$ cat src/rtl/cba_pkg.sv
// Shared types, constants and codes of the contiguous block allocator.
// Depends on nothing; every other file imports it.
package cba_pkg;

    localparam int MAX_BLOCKS = 256;
    localparam int MAX_FILES  = 16;
    localparam int MAP_IDX_W  = $clog2(MAX_BLOCKS);

    localparam int MODE_W     = 1;
    localparam int FID_W      = 4;
    localparam int SIZE_W     = 16;
    localparam int START_W    = 8;
    localparam int COUNT_W    = 9;
    localparam int BSIZE_W    = 8;
    localparam int NBLK_W     = 9;
    localparam int CFG_DATA_W = 9;

    // Rounded-up size fits one bit above the byte size.
    localparam int DIVIDEND_W = SIZE_W + 1;
    localparam int DIV_CNT_W  = $clog2(DIVIDEND_W + 1);
    // Block address plus offset, wide enough to see past the end of the map.
    localparam int ADDR_W     = COUNT_W + 1;

    localparam logic [BSIZE_W-1:0] BLOCK_SIZE_RESET    = BSIZE_W'(10);
    localparam logic [NBLK_W-1:0]  BLOCKS_IN_USE_RESET = NBLK_W'(256);

    localparam logic MODE_CREATE = 1'b0;
    localparam logic MODE_DELETE = 1'b1;

    typedef enum logic [1:0] {
        ST_OK        = 2'd0,
        ST_NO_SPACE  = 2'd1,
        ST_NOT_FOUND = 2'd2,
        ST_IN_USE    = 2'd3
    } status_e;

    typedef enum logic [0:0] {
        REG_BLOCK_SIZE    = 1'b0,
        REG_BLOCKS_IN_USE = 1'b1
    } cfg_index_e;

    typedef enum logic [2:0] {
        S_IDLE,
        S_CHECK,
        S_DIV,
        S_SCAN,
        S_MARK,
        S_FREE,
        S_REPORT,
        S_CLEAR
    } seq_state_e;

    typedef struct packed {
        logic [MODE_W-1:0] mode;
        logic [FID_W-1:0]  file_id;
        logic [SIZE_W-1:0] size_bytes;
    } item_t;

    typedef struct packed {
        status_e            status;
        logic [START_W-1:0] start_block;
        logic [COUNT_W-1:0] block_count;
    } result_t;

    typedef struct packed {
        logic                  start;
        logic [DIVIDEND_W-1:0] dividend;
        logic [BSIZE_W-1:0]    divisor;
    } div_req_t;

    typedef struct packed {
        logic                  done;
        logic [DIVIDEND_W-1:0] quotient;
    } div_rsp_t;

endpackage

$ cat src/rtl/cba_divider.sv
// Restoring divider, one quotient bit per cycle, for rounding byte sizes to blocks.
// Depends on cba_pkg.
module cba_divider
    import cba_pkg::*;
(
    input  logic     clk,
    input  logic     rst_n,
    input  div_req_t req,
    output div_rsp_t rsp
);

    logic                  busy_reg, busy_next;
    logic                  done_reg, done_next;
    logic [DIV_CNT_W-1:0]  cnt_reg, cnt_next;
    logic [BSIZE_W-1:0]    rem_reg, rem_next;
    logic [DIVIDEND_W-1:0] quo_reg, quo_next;
    logic [BSIZE_W-1:0]    dvsr_reg, dvsr_next;

    logic [BSIZE_W:0] trial;
    logic [BSIZE_W:0] diff;
    logic             fits;

    assign trial = {rem_reg, quo_reg[DIVIDEND_W-1]};
    assign diff  = trial - {1'b0, dvsr_reg};
    assign fits  = (trial >= {1'b0, dvsr_reg});

    always_comb
    begin
        busy_next = busy_reg;
        done_next = 1'b0;
        cnt_next  = cnt_reg;
        rem_next  = rem_reg;
        quo_next  = quo_reg;
        dvsr_next = dvsr_reg;
        if (req.start)
        begin
            busy_next = 1'b1;
            cnt_next  = DIV_CNT_W'(DIVIDEND_W);
            rem_next  = '0;
            quo_next  = req.dividend;
            dvsr_next = req.divisor;
        end
        else if (busy_reg)
        begin
            // The dividend shifts out the top while quotient bits enter at the bottom.
            rem_next = fits ? diff[BSIZE_W-1:0] : trial[BSIZE_W-1:0];
            quo_next = {quo_reg[DIVIDEND_W-2:0], fits};
            cnt_next = cnt_reg - DIV_CNT_W'(1);
            if (cnt_reg == DIV_CNT_W'(1))
            begin
                busy_next = 1'b0;
                done_next = 1'b1;
            end
        end
    end

    always_ff @(posedge clk or negedge rst_n)
    begin
        if (!rst_n)
        begin
            busy_reg <= 1'b0;
            done_reg <= 1'b0;
            cnt_reg  <= '0;
        end
        else
        begin
            busy_reg <= busy_next;
            done_reg <= done_next;
            cnt_reg  <= cnt_next;
        end
    end

    always_ff @(posedge clk)
    begin
        rem_reg  <= rem_next;
        quo_reg  <= quo_next;
        dvsr_reg <= dvsr_next;
    end

    assign rsp.done     = done_reg;
    assign rsp.quotient = quo_reg;

`ifndef NO_ASSERTIONS
    a_rem_below_divisor: assert property (@(posedge clk) disable iff (!rst_n)
        busy_reg |-> (rem_reg < dvsr_reg))
        else $error("divider remainder reached the divisor");

    a_no_start_while_busy: assert property (@(posedge clk) disable iff (!rst_n)
        req.start |-> !busy_reg)
        else $error("divider started while busy");

    a_done_single_pulse: assert property (@(posedge clk) disable iff (!rst_n)
        done_reg |=> !done_reg)
        else $error("divider done held for more than one cycle");
`endif

endmodule

$ cat src/rtl/cba_seq.sv
// Sequencer of the allocator: free map, file extent table, scan, mark and free loops.
// Depends on cba_pkg; drives the divider through div_req_t / div_rsp_t.
module cba_seq
    import cba_pkg::*;
(
    input  logic               clk,
    input  logic               rst_n,
    input  item_t              item,
    input  logic               item_valid,
    output logic               item_ready,
    input  logic [BSIZE_W-1:0] block_size,
    input  logic [NBLK_W-1:0]  blocks_in_use,
    output logic               res_valid,
    input  logic               res_ready,
    output result_t            res,
    output div_req_t           div_req,
    input  div_rsp_t           div_rsp
);

    seq_state_e state_reg, state_next;

    logic                  mode_reg, mode_next;
    logic [FID_W-1:0]      id_reg, id_next;
    logic [SIZE_W-1:0]     size_reg, size_next;
    logic [COUNT_W-1:0]    ctr_reg, ctr_next;
    logic [COUNT_W-1:0]    run_len_reg, run_len_next;
    logic [START_W-1:0]    run_start_reg, run_start_next;
    logic [COUNT_W-1:0]    best_len_reg, best_len_next;
    logic [START_W-1:0]    best_start_reg, best_start_next;
    logic [DIVIDEND_W-1:0] need_reg, need_next;
    result_t               res_reg, res_next;

    logic                  block_used_mem [MAX_BLOCKS];
    logic                  used_rd_reg;
    logic [MAX_FILES-1:0]  entry_valid_reg, entry_valid_next;
    logic [START_W-1:0]    entry_start_reg [MAX_FILES];
    logic [COUNT_W-1:0]    entry_blocks_reg [MAX_FILES];

    logic                  entry_we;
    logic                  map_we;
    logic                  map_wdata;
    logic [MAP_IDX_W-1:0]  map_raddr;
    logic [NBLK_W-1:0]     limit;
    logic [BSIZE_W-1:0]    divisor;
    logic [START_W-1:0]    base;
    logic [COUNT_W-1:0]    bound;
    logic [ADDR_W-1:0]     addr;
    logic                  addr_ok;
    logic                  more;
    logic                  cur_used;
    logic [COUNT_W-1:0]    run_len_inc;
    logic [START_W-1:0]    run_start_cur;

    assign limit   = (blocks_in_use > NBLK_W'(MAX_BLOCKS)) ? NBLK_W'(MAX_BLOCKS)
                                                           : blocks_in_use;
    assign divisor = (block_size == '0) ? BSIZE_W'(1) : block_size;

    // One address adder and one bound compare serve the clear, scan, mark and free loops.
    always_comb
    begin
        unique case (state_reg)
            S_FREE:
            begin
                base  = entry_start_reg[id_reg];
                bound = entry_blocks_reg[id_reg];
            end
            S_MARK:
            begin
                base  = best_start_reg;
                bound = need_reg[COUNT_W-1:0];
            end
            S_SCAN:
            begin
                base  = '0;
                bound = limit;
            end
            S_CLEAR:
            begin
                base  = '0;
                bound = COUNT_W'(MAX_BLOCKS);
            end
            default:
            begin
                base  = '0;
                bound = '0;
            end
        endcase
    end

    assign addr          = ADDR_W'(base) + ADDR_W'(ctr_reg);
    assign addr_ok       = (addr < ADDR_W'(MAX_BLOCKS));
    assign more          = (ctr_reg < bound);
    // The map is read at the next counter value, so the registered bit belongs to the current counter.
    assign map_raddr     = ctr_next[MAP_IDX_W-1:0];
    assign cur_used      = used_rd_reg;
    assign run_len_inc   = run_len_reg + COUNT_W'(1);
    assign run_start_cur = (run_len_reg == '0) ? addr[START_W-1:0] : run_start_reg;

    always_comb
    begin
        state_next       = state_reg;
        mode_next        = mode_reg;
        id_next          = id_reg;
        size_next        = size_reg;
        ctr_next         = ctr_reg;
        run_len_next     = run_len_reg;
        run_start_next   = run_start_reg;
        best_len_next    = best_len_reg;
        best_start_next  = best_start_reg;
        need_next        = need_reg;
        res_next         = res_reg;
        entry_valid_next = entry_valid_reg;
        entry_we         = 1'b0;
        map_we           = 1'b0;
        map_wdata        = 1'b0;
        item_ready       = 1'b0;
        res_valid        = 1'b0;
        div_req.start    = 1'b0;
        div_req.dividend = DIVIDEND_W'(size_reg) + DIVIDEND_W'(divisor) - DIVIDEND_W'(1);
        div_req.divisor  = divisor;

        unique case (state_reg)
            S_CLEAR:
            begin
                if (more)
                begin
                    map_we    = 1'b1;
                    map_wdata = 1'b0;
                    ctr_next  = ctr_reg + COUNT_W'(1);
                end
                else
                begin
                    ctr_next   = '0;
                    state_next = S_IDLE;
                end
            end
            S_IDLE:
            begin
                item_ready = 1'b1;
                if (item_valid)
                begin
                    mode_next  = item.mode;
                    id_next    = item.file_id;
                    size_next  = item.size_bytes;
                    state_next = S_CHECK;
                end
            end
            S_CHECK:
            begin
                ctr_next = '0;
                if (mode_reg == MODE_DELETE)
                begin
                    if (!entry_valid_reg[id_reg])
                    begin
                        res_next   = '{status: ST_NOT_FOUND, start_block: '0, block_count: '0};
                        state_next = S_REPORT;
                    end
                    else
                    begin
                        state_next = S_FREE;
                    end
                end
                else if (entry_valid_reg[id_reg])
                begin
                    res_next   = '{status: ST_IN_USE, start_block: '0, block_count: '0};
                    state_next = S_REPORT;
                end
                else
                begin
                    div_req.start = 1'b1;
                    state_next    = S_DIV;
                end
            end
            S_DIV:
            begin
                if (div_rsp.done)
                begin
                    need_next       = div_rsp.quotient;
                    ctr_next        = '0;
                    run_len_next    = '0;
                    run_start_next  = '0;
                    best_len_next   = '0;
                    best_start_next = '0;
                    state_next      = S_SCAN;
                end
            end
            S_SCAN:
            begin
                if (more)
                begin
                    if (!cur_used)
                    begin
                        run_start_next = run_start_cur;
                        run_len_next   = run_len_inc;
                        // Strictly longer only, so the earliest run keeps a tie.
                        if (run_len_inc > best_len_reg)
                        begin
                            best_len_next   = run_len_inc;
                            best_start_next = run_start_cur;
                        end
                    end
                    else
                    begin
                        run_len_next = '0;
                    end
                    ctr_next = ctr_reg + COUNT_W'(1);
                end
                else if (DIVIDEND_W'(best_len_reg) < need_reg)
                begin
                    res_next   = '{status: ST_NO_SPACE, start_block: '0, block_count: '0};
                    state_next = S_REPORT;
                end
                else
                begin
                    ctr_next   = '0;
                    state_next = S_MARK;
                end
            end
            S_MARK:
            begin
                if (more)
                begin
                    if (addr_ok)
                    begin
                        map_we    = 1'b1;
                        map_wdata = 1'b1;
                    end
                    ctr_next = ctr_reg + COUNT_W'(1);
                end
                else
                begin
                    entry_we                 = 1'b1;
                    entry_valid_next[id_reg] = 1'b1;
                    res_next   = '{status: ST_OK, start_block: best_start_reg,
                                   block_count: need_reg[COUNT_W-1:0]};
                    state_next = S_REPORT;
                end
            end
            S_FREE:
            begin
                if (more)
                begin
                    if (addr_ok)
                    begin
                        map_we    = 1'b1;
                        map_wdata = 1'b0;
                    end
                    ctr_next = ctr_reg + COUNT_W'(1);
                end
                else
                begin
                    entry_valid_next[id_reg] = 1'b0;
                    res_next   = '{status: ST_OK, start_block: entry_start_reg[id_reg],
                                   block_count: entry_blocks_reg[id_reg]};
                    state_next = S_REPORT;
                end
            end
            S_REPORT:
            begin
                res_valid = 1'b1;
                if (res_ready)
                begin
                    state_next = S_IDLE;
                end
            end
            default:
            begin
                state_next = S_IDLE;
            end
        endcase
    end

    always_ff @(posedge clk or negedge rst_n)
    begin
        if (!rst_n)
        begin
            state_reg       <= S_CLEAR;
            ctr_reg         <= '0;
            entry_valid_reg <= '0;
        end
        else
        begin
            state_reg       <= state_next;
            ctr_reg         <= ctr_next;
            entry_valid_reg <= entry_valid_next;
        end
    end

    always_ff @(posedge clk)
    begin
        mode_reg       <= mode_next;
        id_reg         <= id_next;
        size_reg       <= size_next;
        run_len_reg    <= run_len_next;
        run_start_reg  <= run_start_next;
        best_len_reg   <= best_len_next;
        best_start_reg <= best_start_next;
        need_reg       <= need_next;
        res_reg        <= res_next;
    end

    always_ff @(posedge clk)
    begin
        if (map_we)
        begin
            block_used_mem[addr[MAP_IDX_W-1:0]] <= map_wdata;
        end
        used_rd_reg <= block_used_mem[map_raddr];
    end

    always_ff @(posedge clk)
    begin
        if (entry_we)
        begin
            entry_start_reg[id_reg]  <= best_start_reg;
            entry_blocks_reg[id_reg] <= need_reg[COUNT_W-1:0];
        end
    end

    assign res = res_reg;

`ifndef NO_ASSERTIONS
    a_best_within_scanned: assert property (@(posedge clk) disable iff (!rst_n)
        (state_reg == S_SCAN) |-> (best_len_reg <= ctr_reg))
        else $error("best run longer than the blocks scanned so far");

    a_mark_only_when_fits: assert property (@(posedge clk) disable iff (!rst_n)
        (state_reg == S_MARK) |-> (need_reg <= DIVIDEND_W'(best_len_reg)))
        else $error("marking a run shorter than the request");

    a_create_ok_records: assert property (@(posedge clk) disable iff (!rst_n)
        (res_valid && res.status == ST_OK && mode_reg == MODE_CREATE)
            |-> entry_valid_reg[id_reg])
        else $error("successful create left its entry empty");

    a_delete_ok_clears: assert property (@(posedge clk) disable iff (!rst_n)
        (res_valid && res.status == ST_OK && mode_reg == MODE_DELETE)
            |-> !entry_valid_reg[id_reg])
        else $error("successful delete left its entry valid");
`endif

endmodule

$ cat src/rtl/contiguous_block_allocator_top.sv
// Worst-fit contiguous block allocator: one item in flight at a time. After reset the block
// clears its free map, with item_ready low. A create runs the divider, scans the L managed
// blocks and marks the N blocks allocated; a create that finds no room ends after the scan; a
// delete frees its N recorded blocks; a create on a live id or a delete of an unknown id runs
// no loop. The scan, mark and free loops step one map block per cycle through a single
// address adder; the bit-serial divider (17 quotient bits, then a done strobe) rounds the
// byte size up to blocks. The result sits in an output register, so a new item is taken
// while the previous result waits. The user must write configuration through cfg_we /
// cfg_index / cfg_wdata only while the block is idle; the block itself does not enforce it.
// Top level: configuration registers and result register; uses cba_pkg, cba_seq, cba_divider.
module contiguous_block_allocator_top
    import cba_pkg::*;
(
    input  logic                  clk,
    input  logic                  rst_n,
    input  logic                  item_valid,
    output logic                  item_ready,
    input  item_t                 item,
    output logic                  result_valid,
    input  logic                  result_ready,
    output result_t               result,
    input  logic                  cfg_we,
    input  cfg_index_e            cfg_index,
    input  logic [CFG_DATA_W-1:0] cfg_wdata
);

    logic [BSIZE_W-1:0] block_size_reg;
    logic [NBLK_W-1:0]  blocks_in_use_reg;
    logic               result_valid_reg;
    result_t            result_reg;

    logic     res_valid;
    logic     res_ready;
    result_t  res;
    div_req_t div_req;
    div_rsp_t div_rsp;

    always_ff @(posedge clk or negedge rst_n)
    begin
        if (!rst_n)
        begin
            block_size_reg    <= BLOCK_SIZE_RESET;
            blocks_in_use_reg <= BLOCKS_IN_USE_RESET;
        end
        else if (cfg_we)
        begin
            unique case (cfg_index)
                REG_BLOCK_SIZE:    block_size_reg    <= cfg_wdata[BSIZE_W-1:0];
                REG_BLOCKS_IN_USE: blocks_in_use_reg <= cfg_wdata[NBLK_W-1:0];
                default:           block_size_reg    <= block_size_reg;
            endcase
        end
    end

    assign res_ready = !result_valid_reg || result_ready;

    always_ff @(posedge clk or negedge rst_n)
    begin
        if (!rst_n)
        begin
            result_valid_reg <= 1'b0;
        end
        else if (res_valid && res_ready)
        begin
            result_valid_reg <= 1'b1;
        end
        else if (result_ready)
        begin
            result_valid_reg <= 1'b0;
        end
    end

    always_ff @(posedge clk)
    begin
        if (res_valid && res_ready)
        begin
            result_reg <= res;
        end
    end

    assign result_valid = result_valid_reg;
    assign result       = result_reg;

    cba_seq u_seq (
        .clk           (clk),
        .rst_n         (rst_n),
        .item          (item),
        .item_valid    (item_valid),
        .item_ready    (item_ready),
        .block_size    (block_size_reg),
        .blocks_in_use (blocks_in_use_reg),
        .res_valid     (res_valid),
        .res_ready     (res_ready),
        .res           (res),
        .div_req       (div_req),
        .div_rsp       (div_rsp)
    );

    cba_divider u_divider (
        .clk   (clk),
        .rst_n (rst_n),
        .req   (div_req),
        .rsp   (div_rsp)
    );

endmodule

$ cat config.mk
export PLATFORM = sky130hd
export DESIGN_NAME = contiguous_block_allocator_top
export DESIGN_NICKNAME = d
export VERILOG_FILES = /design/src/rtl/cba_pkg.sv /design/src/rtl/cba_divider.sv /design/src/rtl/cba_seq.sv /design/src/rtl/contiguous_block_allocator_top.sv
export SDC_FILE = /design/constraint.sdc
export NUM_CORES = 1
export LEC_CHECK = 0
export BUFFER_PORTS_ARGS = -buffer_cell sky130_fd_sc_hd__buf_2
export CELL_PAD_IN_SITES_DETAIL_PLACEMENT = 0
export CELL_PAD_IN_SITES_GLOBAL_PLACEMENT = 1
export CORE_ASPECT_RATIO = 1.25
export CORE_UTILIZATION = 57
export DETAILED_ROUTE_END_ITERATION = 8
export GPL_TIMING_DRIVEN = 0
export PLACE_DENSITY_LB_ADDON = 0.1
export SLEW_MARGIN = 25
export SYNTH_ARGS = -nofsm -noshare
export SYNTH_HDL_FRONTEND = slang
export SYNTH_HIERARCHICAL = 1
export SYNTH_SLANG_ARGS = --single-unit
$ cat constraint.sdc
create_clock -name clk -period 39.7 [get_ports clk]
set_input_delay 5.955 -clock clk [delete_from_list [all_inputs] [get_ports clk]]
set_output_delay 5.955 -clock clk [all_outputs]
set_load 0.005 [all_outputs]
Word-level counts from Yosys, hierarchy flattened
Memory sizes are Yosys's and may differ from the RTL's. A register that Yosys moved wholly into a read port is not among the register bits.
Index checks and enable logic that the tools add are counted.
Widths: inputs -> output; s select.

operators by class
  add/subtract/negate cells = 7
  $lt $le $gt $ge = 8
  eq/ne operators = 24
  bitwise gates (word level) = 4
  muxes and demuxes = 84
  reductions and logical operators = 25

operators by type and width
  kind                   number
  $mux 19                7
  $mux 9                 12
  $pmux 19 s4            1
  $mux 8                 9
  $pmux 8 s2             3
  $pmux 9 s5             1
  $pmux 9 s2             2
  $pmux 9 s4             1
  $mux 17                2
  $mux 16                2
  $pmux 16 s2            1
  $mux 1                 25
  $mux 3                 8
  $pmux 3 s7             1
  $add 9x1->9 const B    2
  $add 16x8->17          1
  $lt 9x17->1            1
  $sub 17x1->17 const B  1
  $and 16x16->16         1
  $ne 2x2->1 const B     8
  $not 16->16            1
  $or 16x16->16          1
  $eq 3x3->1 const B     4
  $add 8x9->10           1
  39 further kinds       56

storage, ports and cells
  bits in writable memories = 528
  output and inout port bits = 21
  logic and storage cells = 182
  memories kept = 3
  register bits = 196

memories
  memory                  depth  width  read ports  clocked after Yosys merged registers in  wr ports  line           text
  u_seq.block_used_mem    256    1      1           1                                        1         cba_seq.sv:33  logic block_used_mem [MAX_BLOCKS];
  u_seq.entry_blocks_reg  16     9      1           1                                        1         cba_seq.sv:37  logic [COUNT_W-1:0] entry_blocks_reg [MAX_FILES];
  u_seq.entry_start_reg   16     8      1           1                                        1         cba_seq.sv:36  logic [START_W-1:0] entry_start_reg [MAX_FILES];

Logic depth before layout (Yosys ltp)
Gate-level depths: netlist of the first run.

  word-level depth = 9
  gate-level depth with buffers = 31

By module
Netlist of the first run, hierarchy kept.

by module, submodules not included
  module                          cells each  sequential area each (µm²)  area an instance (µm²)  times used
  cba_seq                         2196        19392.3                     29090.4                 1
  cba_divider                     187         1086.0                      2102.0                  1
  contiguous_block_allocator_top  60          1024.7                      1288.7                  1

Worst setup path before layout of the first run
OpenSTA, ideal clock, no wires.

  path type = reg-to-reg
  start point = register (tool-made name)
  end point = memory u_seq.block_used_mem[0] (data pin)
  path buffers = 3
  stages on the path, launching flop included = 19
  arrival time = 13.905 ns
  library setup time = 2.101 ns
  path slack = 23.694 ns
  path through = dfxtp_1 > buf_4 > clkbuf_1 > buf_1 > mux4_2 > mux4_2 > mux2i_1 > nor2_1 > ha_1 > fa_1 > a21o_1 > a21oi_1 > o21bai_1 > a21oi_1 > nor2b_1 > o21a_1 > o22ai_1 > nand2_1 > nor3_1

RTL lines
  element           line
  end: declaration  cba_seq.sv:33

Final worst setup path of the first run
  start point = register u_seq.state_reg[0]
  end point = register u_seq.used_rd_reg, in the netlist u_seq/cur_used, read port of u_seq.block_used_mem

between the ends
  longest elaborated chain between the ends = 5
  elaborated cells on any way between the ends = 13
  classes of those cells = 1 x order compare; 6 x eq/ne; 5 x mux; 1 x reduce/logical

ends and longest elaborated chain
  element                                          line                           text
  start: declaration                               cba_seq.sv:20                  seq_state_e state_reg, state_next;
  start signal: assignment                         cba_seq.sv:283                 state_reg <= state_next;
  $eq 3x3->1 / $eq 3x2->1 (equally long branches)  cba_seq.sv:61, cba_seq.sv:122
  $pmux 9 s4                                       cba_seq.sv:61                  unique case (state_reg)
  $lt 9x9->1                                       cba_seq.sv:92                  assign more = (ctr_reg < bound);
  $mux 9 (on tied branches)                        -
  $pmux 9 s5 *                                     cba_seq.sv:122                 unique case (state_reg)
  end: declaration                                 cba_seq.sv:34                  logic used_rd_reg;

Every way passes the cells marked *; elsewhere a longest branch is shown, timed or not. The select of a mux whose other input is x is not followed.
A chain may end at the register's enable or synchronous reset.

==> results of run 1 <==
power breakdown:
group | internal (W) | total [W] | switching [W] | leakage, nW
Sequential | 0.000953 | 0.00100 | 0.0000472 | 6.82
Combinational | 0.000314 | 0.000911 | 0.000597 | 5.05
Clock | 0.000351 | 0.000636 | 0.000284 | 1.06
layout make-up:
class	instances	area, µm²
buffer	139	623.1
clock buffer	91	1923
clock inverter	33	254.0
fill	4136	19700
inverter	104	390.4
multi-input combinational	1471	10120
sequential	729	21500
tap	742	928.4
timing repair buffer	87	752.0
worst max-delay path, delay by kind of cell, from the launching register on:
family                   cells  cell delay [ps]
AND/OR/NAND/NOR              9             2040
multiplexers                 1              210
adder cells (fa/ha/maj)      2              620
AO/OA/AOI/OAI                7             1760
buffers and inverters        8             3530
flip-flops                   1              510
layout by cell type (no fill, tap or decap), types with 19 or more instances in the layout:
cell type / count
xnor2_1: 22
dfrtp_1: 47
ha_1: 70
edfxtp_1: 663
and3_1: 19
mux2i_1: 59
a21oi_1: 71
nand2_1: 284
buf_4: 22
clkbuf_16: 72
nand3_1: 111
mux2_2: 31
nor2_1: 372
buf_2: 94
o21ai_0: 74
inv_1: 97
mux4_2: 89
clkbuf_1: 90
cells by family after synthesis:
family,synth area share [%]
buf+inv,3.097
mux,9.434
compound gates,5.331
simple gates,12.06
fa+ha+maj,2.881
xor+xnor,0.9977
flops,66.20
stage by stage:
stage / util, % / std cells / hold WS, ps / power, W
floorplan: - / 2443 / 400.3 / 0.001606
global placement: 59.95 / 3241 / 405.9 / 0.001896
detailed placement: 61.05 / 3272 / 404.5 / 0.001913
CTS: 64.93 / 3396 / 419.0 / 0.002550
global route: 64.94 / 3396 / 425.0 / 0.002663
finish: 64.94 / 3396 / 416.8 / 0.002547
cell usage after synthesis, types with 22 or more instances:
cell type / count / area, µm²
mux4_2: 89 / 2004
nand3_1: 111 / 555.5
edfxtp_1: 663 / 19910
mux2i_1: 59 / 590.6
xnor2_1: 22 / 192.7
clkbuf_1: 78 / 292.8
nor2_1: 388 / 1456
buf_2: 39 / 195.2
dfrtp_1: 47 / 1176
inv_1: 97 / 364.1
mux2_2: 31 / 349.1
nand2_1: 284 / 1066
ha_1: 70 / 875.8
a21oi_1: 71 / 355.3
o21ai_0: 76 / 380.4
how the worst max path moves through the flow:
stage | from | endpoint | slack (ps) | cells past startpoint
after floorplan | register | u_seq/block_used_mem[0] | 23690 | 18
final | u_seq/state_reg[0] | u_seq/cur_used | 30910 | 27
after global placement | register | u_seq/block_used_mem[152] | 16290 | 18
after global routing | u_seq/state_reg[0] | u_seq/cur_used | 30600 | 27
after detailed placement | register | u_seq/cur_used | 30740 | 28
after CTS | register | u_seq/cur_used | 30690 | 28
per-layer routing:
layer	share of wire, %	wire length (µm)	vias up
met5	0	0	-
met4	4.7	4086	0
met3	6.9	6017	242
met2	51	44700	897
met1	37	32360	10330
li1	-	-	9258
==> run summary, run 1 <==
The number of global-route vias before repair was 20886; the highest attainable clock frequency was 113.8 MHz. The worst slack at placement was 30740 ps; the number of flops mapped to enable cells by yosys was 663. Number of nets produced by synthesis: 2552. In this run the vertical extent of the chip is 268.9 µm.

Setup total negative slack on the finished layout was measured at 0 ps. The post-route netlist has 16.01% of its cells at a drive strength greater than 1. In the global route stage, met3 resource usage came out at 4.501%. The logs give 0.04464 mV for the highest ir drop seen on vdd and 0.9024 for the routability congestion estimate from global placement. The run gives 5 as the total iterations of the first detailed-routing run. The total congestion overflow after global routing is 0, and the net count reported at finish is 2712. The number of nets with antenna violations after routing is 0, and the overall routing resource usage is 30.73%.

The number of sinks driven by the clock tree is 729, and the pin count of the biggest net entering global routing is 54. Flip-flop cell with the highest count after synthesis: edfxtp_1. In this run the most used layer during global routing was met2. The required time reported for the critical path endpoint was 40190 ps. STA classifies the critical path startpoint as a register.

The number of cells on the worst reg-to-reg path is 27. Wire length reported by the detailed router: 87.17 mm. In this run the deepest clock path goes through 3 buffers.

The stage delay of the slowest cell on the critical path came out at 890 ps. Counting the buffers created by CTS gives 71. For this run, the register share of the synthesized area comes to 66.20%. The initial antenna violation count was 0; the biggest fanout along the worst timing path was 10. The routed wire length per instance is 25.67 µm, and the clock-pin slew reported for the worst setup and hold paths after clock tree synthesis is 60 ps. In the finished design, the share of the clock period the worst path needs comes to 22.14%.

For the diode insertion count for antenna repair, the log shows 0. TritonCTS built the clock tree. The later pin in the worst-skew pair is clocked with a latency of 630 ps.

The worst hold path belongs to the class reg2reg. Detailed placement finished with a half-perimeter wire length of 58.80 mm. Setup violations remaining at the end of the flow were counted as 0.

The register with the most flip-flops in the layout has 256 of them. The initial utilization of the core area, before any placement, comes to 57.80%. After synthesis, the share of flip-flops with an asynchronous set or reset is 7.270%. The tools report the area of all placed cells without fillers as 36490 µm². Kind of critical path: reg2reg.

In the routed design, unresolved DRC markers number 0. The startpoint identified for the worst hold timing path is u_seq/res[12]. The per-instance average area after synthesis works out to 13.30 µm².

Setup repair after global routing left no endpoint under its margin. The die covers 57950 µm². During synthesis, Yosys emitted a total of 6 warnings. The placed instances occupy a cell area of 34310 µm².

The power density over the cells came out at 69.80 nW/µm². The flip-flop and latch count after synthesis works out to 729. The signal arrival time at the worst endpoint is 9290 ps, and the synthesis-to-finish area growth is 12.34%. Minimum setup slack among reg-to-reg paths: 30910 ps. The clock tree skew after final layout is 24.56 ps. The final route contains 20727 vias. The number of H-tree levels is 3. After clock tree synthesis, the repair step resized 0 gates. After the first detailed-routing iteration, the DRC count stood at 2026. The core region is 56190 µm². The tools report the global routing met2 resource utilization as 54.51%.

The initialized floorplan defines 97 standard-cell rows. In this run, post-CTS hold repair placed 0 buffers. The endpoint identified for the worst register-to-register timing path is u_seq/cur_used. The worst setup path is captured at a register. The count of input and output buffers is 56, and the least setup slack across all paths after layout is 30910 ps. The final hold violation count was 0; the shortest period the worst path allows was 8791 ps. The transition at the pin with the smallest max-transition slack was 1111 ps.

Across the run, the number of max-cap violations was 0. The synthesized netlist occupies a cell area of 32480 µm². The die is 215.5 µm wide.

The endpoint of the worst hold-timing path was result[12]. Using the TritonRoute via totals, the vias-per-cell ratio works out to 6.103. The first global-routing pass estimated 129.0 mm of wire. The tools report the top-level I/O count as 57. The logs give 0 for the number of slew-limit violations in the final report and 12.94 nW for the leakage power. The critical-path cell with the highest stage delay is buf_1. For the count of cell types in the netlist, the log shows 87. The instance count along the most critical hold path works out to 0.

Global routing used 36.99% of the available met1 tracks. The tools report the source of the worst register-to-register timing path as u_seq/state_reg[0]. The tools report the post-CTS setup-driven buffer insertion count as 0.

The post-synthesis cell count came out at 2443. Root cell of the clock tree: clkbuf_16. The run finished with clean final reports.

The worst pin sits at a relative slew slack of 25.96%.
Note: power is estimated with default switching activity, not from simulation.
==> run 2, diff against run 1 <==
Settings changed: CORE_UTILIZATION 57 to 53.
Clock period 39.7 ns to 9.2 ns, I/O delays scaled along.
==> run 2 against run 1 <==
Against the previous run: fmax up 0.27%; final area up 0.74%; count of clock-buffer cells in the layout up 11; largest power group unchanged; via count down 0.71%; sequential share of layout area down 0.44 points; first-iteration DRC count down 18%; worst setup slack worse by 30000 ps; register-to-register slack worse by 30000 ps.
==> run summary, run 2 (synthesized netlist as in run 1, its figures left out) <==
The post-cts sizing count is 0 (unchanged). For the net count reported at finish, the log shows 2706 (was 2712). The required time reported for the critical path endpoint is 9720 ps (was 40190 ps), and the biggest fanout along the worst timing path is 10 (unchanged).

For the wire length reported by the detailed router, the log shows 85.84 mm (was 87.17 mm). The number of sinks driven by the clock tree was 729 (unchanged). The endpoint of the worst hold-timing path was result[11] (was result[12]). The share of total power in the clock network came out at 25.9% (was 25.0%).

The total congestion overflow after global routing is 0 (unchanged). The clock-pin slew reported for the worst setup and hold paths after clock tree synthesis was 60 ps (about the same). The tools report the top-level I/O count as 57 (unchanged).

The kind of end point of the critical path was a register (unchanged). The highest attainable clock frequency came out at 114.1 MHz (was 113.8 MHz). The placement row count is 101 (was 97). The via-per-instance ratio is 6.001 (was 6.103).

The effective utilization at floorplan came out at 53.55% (was 57.80%). The die outline height was 278.8 µm (was 268.9 µm). For the violation count after the first detailed-routing iteration, the log shows 1661 (was 2026). Source of the worst register-to-register timing path: u_seq/state_reg[0] (unchanged).

The run gives 630 ps (about the same) as the clock insertion delay at the later pin of the skew report. The run gives 1 (was 0) as the initial antenna violation count. The final clock period utilization by the worst path is 95.30% (was 22.14%), and the number of CTS-inserted buffers is 72 (was 71).

The headroom to the max-slew limit is 26.63% (was 25.96%). The logs give 6 (was 5) for the total iterations of the first detailed-routing run and 0 (unchanged) for the final hold violation count. The routed wire length per instance works out to 25.03 µm (was 25.67 µm). The tools report the clock tree skew after final layout as 19.61 ps (was 24.56 ps). Commonest cells after routing, fill and taps aside: edfxtp_1, nor2_1, nand2_1 (unchanged). The total DRC errors in the routed layout was 0 (unchanged); the power share of the combinational group was 35.4% (was 35.8%). The run gives 0 (unchanged) as the number of slew-limit violations in the final report. The flip-flop count of the largest register, all copies and words added was 256 (unchanged). The share of final-layout standard cells stronger than drive strength 1 was 15.85% (was 16.01%). The tools report the kind of launch point of the worst setup path as a register (unchanged). The pin count of the biggest net entering global routing was 54 (unchanged); the shortest period the worst path allows was 8767 ps (was 8791 ps).

The switching part of the total power was 36.25% (was 36.47%). The total net switching power was 0.004039 W (was 0.0009288 W); the depth of the worst register-to-register path was 27 (unchanged). The run gives 0.2069 mV (was 0.04464 mV) as the highest ir drop seen on vdd.

Setup repair after global routing left no endpoint under its margin. The root cell of the clock tree was clkbuf_16 (unchanged). The transition at the pin with the smallest max-transition slack is 1101 ps (was 1111 ps), and the number of nets with antenna violations after routing is 0 (unchanged). TritonCTS built the clock tree.

The count of input and output buffers is 56 (unchanged). The tools report the worst hold path startpoint as u_seq/res[11] (was u_seq/res[12]). The area of the die is 62290 µm² (was 57950 µm²). The part of the power in registers came out at 38.7% (was 39.3%). The overall die width works out to 223.4 µm (was 215.5 µm).

The number of buffers on the longest clock path is 3 (unchanged). The number of max-cap violations was 0 (unchanged); the power density over the cells was 303.1 nW/µm² (was 69.80 nW/µm²). Synthesis-to-finish area growth: 13.18% (was 12.34%). The endpoint of the most critical register-to-register path is u_seq/cur_used (unchanged). The run gives 0.9045 (was 0.9024) as the routability congestion estimate from global placement.

Most common cell after layout, fill and taps aside: edfxtp_1 (unchanged). The tools report the number of endpoints failing setup at the final stage as 0 (unchanged). The flow ran to the end, and the final reports show no timing, DRC or antenna violations. Leakage power: 13.00 nW (was 12.94 nW).

The signal arrival time at the worst endpoint came out at 9280 ps (was 9290 ps). The number of hold buffers added after cts was 0 (unchanged). The logs give 20596 (was 20886) for the number of global-route vias before repair and 3 (unchanged) for the number of H-tree levels. The tools report the internal power of the cells as 0.007104 W (was 0.001618 W). First-pass GRT wire length: 127.9 mm (was 129.0 mm). Core box area: 60660 µm² (was 56190 µm²). The kind of critical path was reg2reg (unchanged). Post-CTS setup-driven buffer insertion count: 0 (unchanged).

Via count of the routed design: 20579 (was 20727). The class of the tightest hold or removal check is reg2reg (unchanged). The instance count along the most critical hold path was 0 (unchanged); the sum of net half-perimeters after detailed placement was 58.64 mm (was 58.80 mm).

The tools report the post-route setup TNS as 0 ps (unchanged). For the core utilization of the finished layout, the log shows 60.60% (was 64.94%). The minimum setup slack among reg-to-reg paths was 430 ps (was 30910 ps). The overall routing resource usage was 28.03% (was 30.73%).
[run 2: layer usage]
layer  share of wire, %  up-vias  wire length (µm)  GRT usage, %
li1                   -     9267                 -             -
met5                  0        -                 0             0
met1                 38    10300             32800         34.03
met2                 52      798             44270         49.45
met3                5.8      214              4979         3.662
met4                4.4        0              3782         13.42
[run 2: worst max-delay path by stage]
stage	start	to	slack [ps]	depth (start not counted)
after floorplan	register	u_seq/block_used_mem[0]	690	18
after global placement	register	u_seq/block_used_mem[185]	-2790	18
after detailed placement	register	u_seq/cur_used	390	28
after CTS	register	u_seq/cur_used	350	28
after global routing	u_seq/state_reg[0]	u_seq/cur_used	180	27
final	u_seq/state_reg[0]	u_seq/cur_used	430	27
[run 2: cell type report]
type / count / area (µm²)
fillers: 4754 / 23900
flip-flops and latches: 729 / 21500
multi-input cells: 1471 / 10120
clock buffers: 102 / 2027
well taps: 772 / 965.9
repair buffers: 80 / 815.8
plain buffers: 139 / 623.1
inverters: 104 / 390.4
clock inverters: 31 / 311.5
diodes: 1 / 2.502
[run 2: stage by stage]
step	setup WS [ps]	instances	instance area (µm²)	hold slack, ps	total power, W
finish	432.7	3429	36760	418.2	0.01114
global route	177.5	3429	36760	422.1	0.01165
CTS	354.2	3428	36750	418.4	0.01118
detailed placement	390.9	3295	34420	404.5	0.008285
global placement	-2787	3271	33740	405.3	0.008156
floorplan	694.3	2443	32490	400.3	0.006904
[run 2: critical path, stage by stage (launching register included)]
cell and delay, ps:
dfstp_2 510, buf_2 240, clkbuf_1 390, buf_1 610, buf_1 860, mux2i_1 210, nor2_1 410, a21oi_1 100
ha_1 340, nand4_1 90, or2_2 290, a21oi_1 140, and3_4 240, nand2b_1 230, inv_2 120, ha_1 280
a221o_1 390, o31ai_1 140, nor2_4 130, inv_2 210, buf_2 340, clkbuf_1 650, nand3_1 140, a22oi_1 360
nand3_1 220, a2111oi_1 480, a41oi_1 180, and4b_1 290
[run 2: power groups by stage]
stage	clock network (W)	logic, W	registers, W
floorplan	0	0.00260	0.00431
global placement	0	0.00375	0.00440
detailed placement	0	0.00391	0.00438
CTS	0.00294	0.00393	0.00431
global route	0.00305	0.00426	0.00434
finish	0.00289	0.00394	0.00431
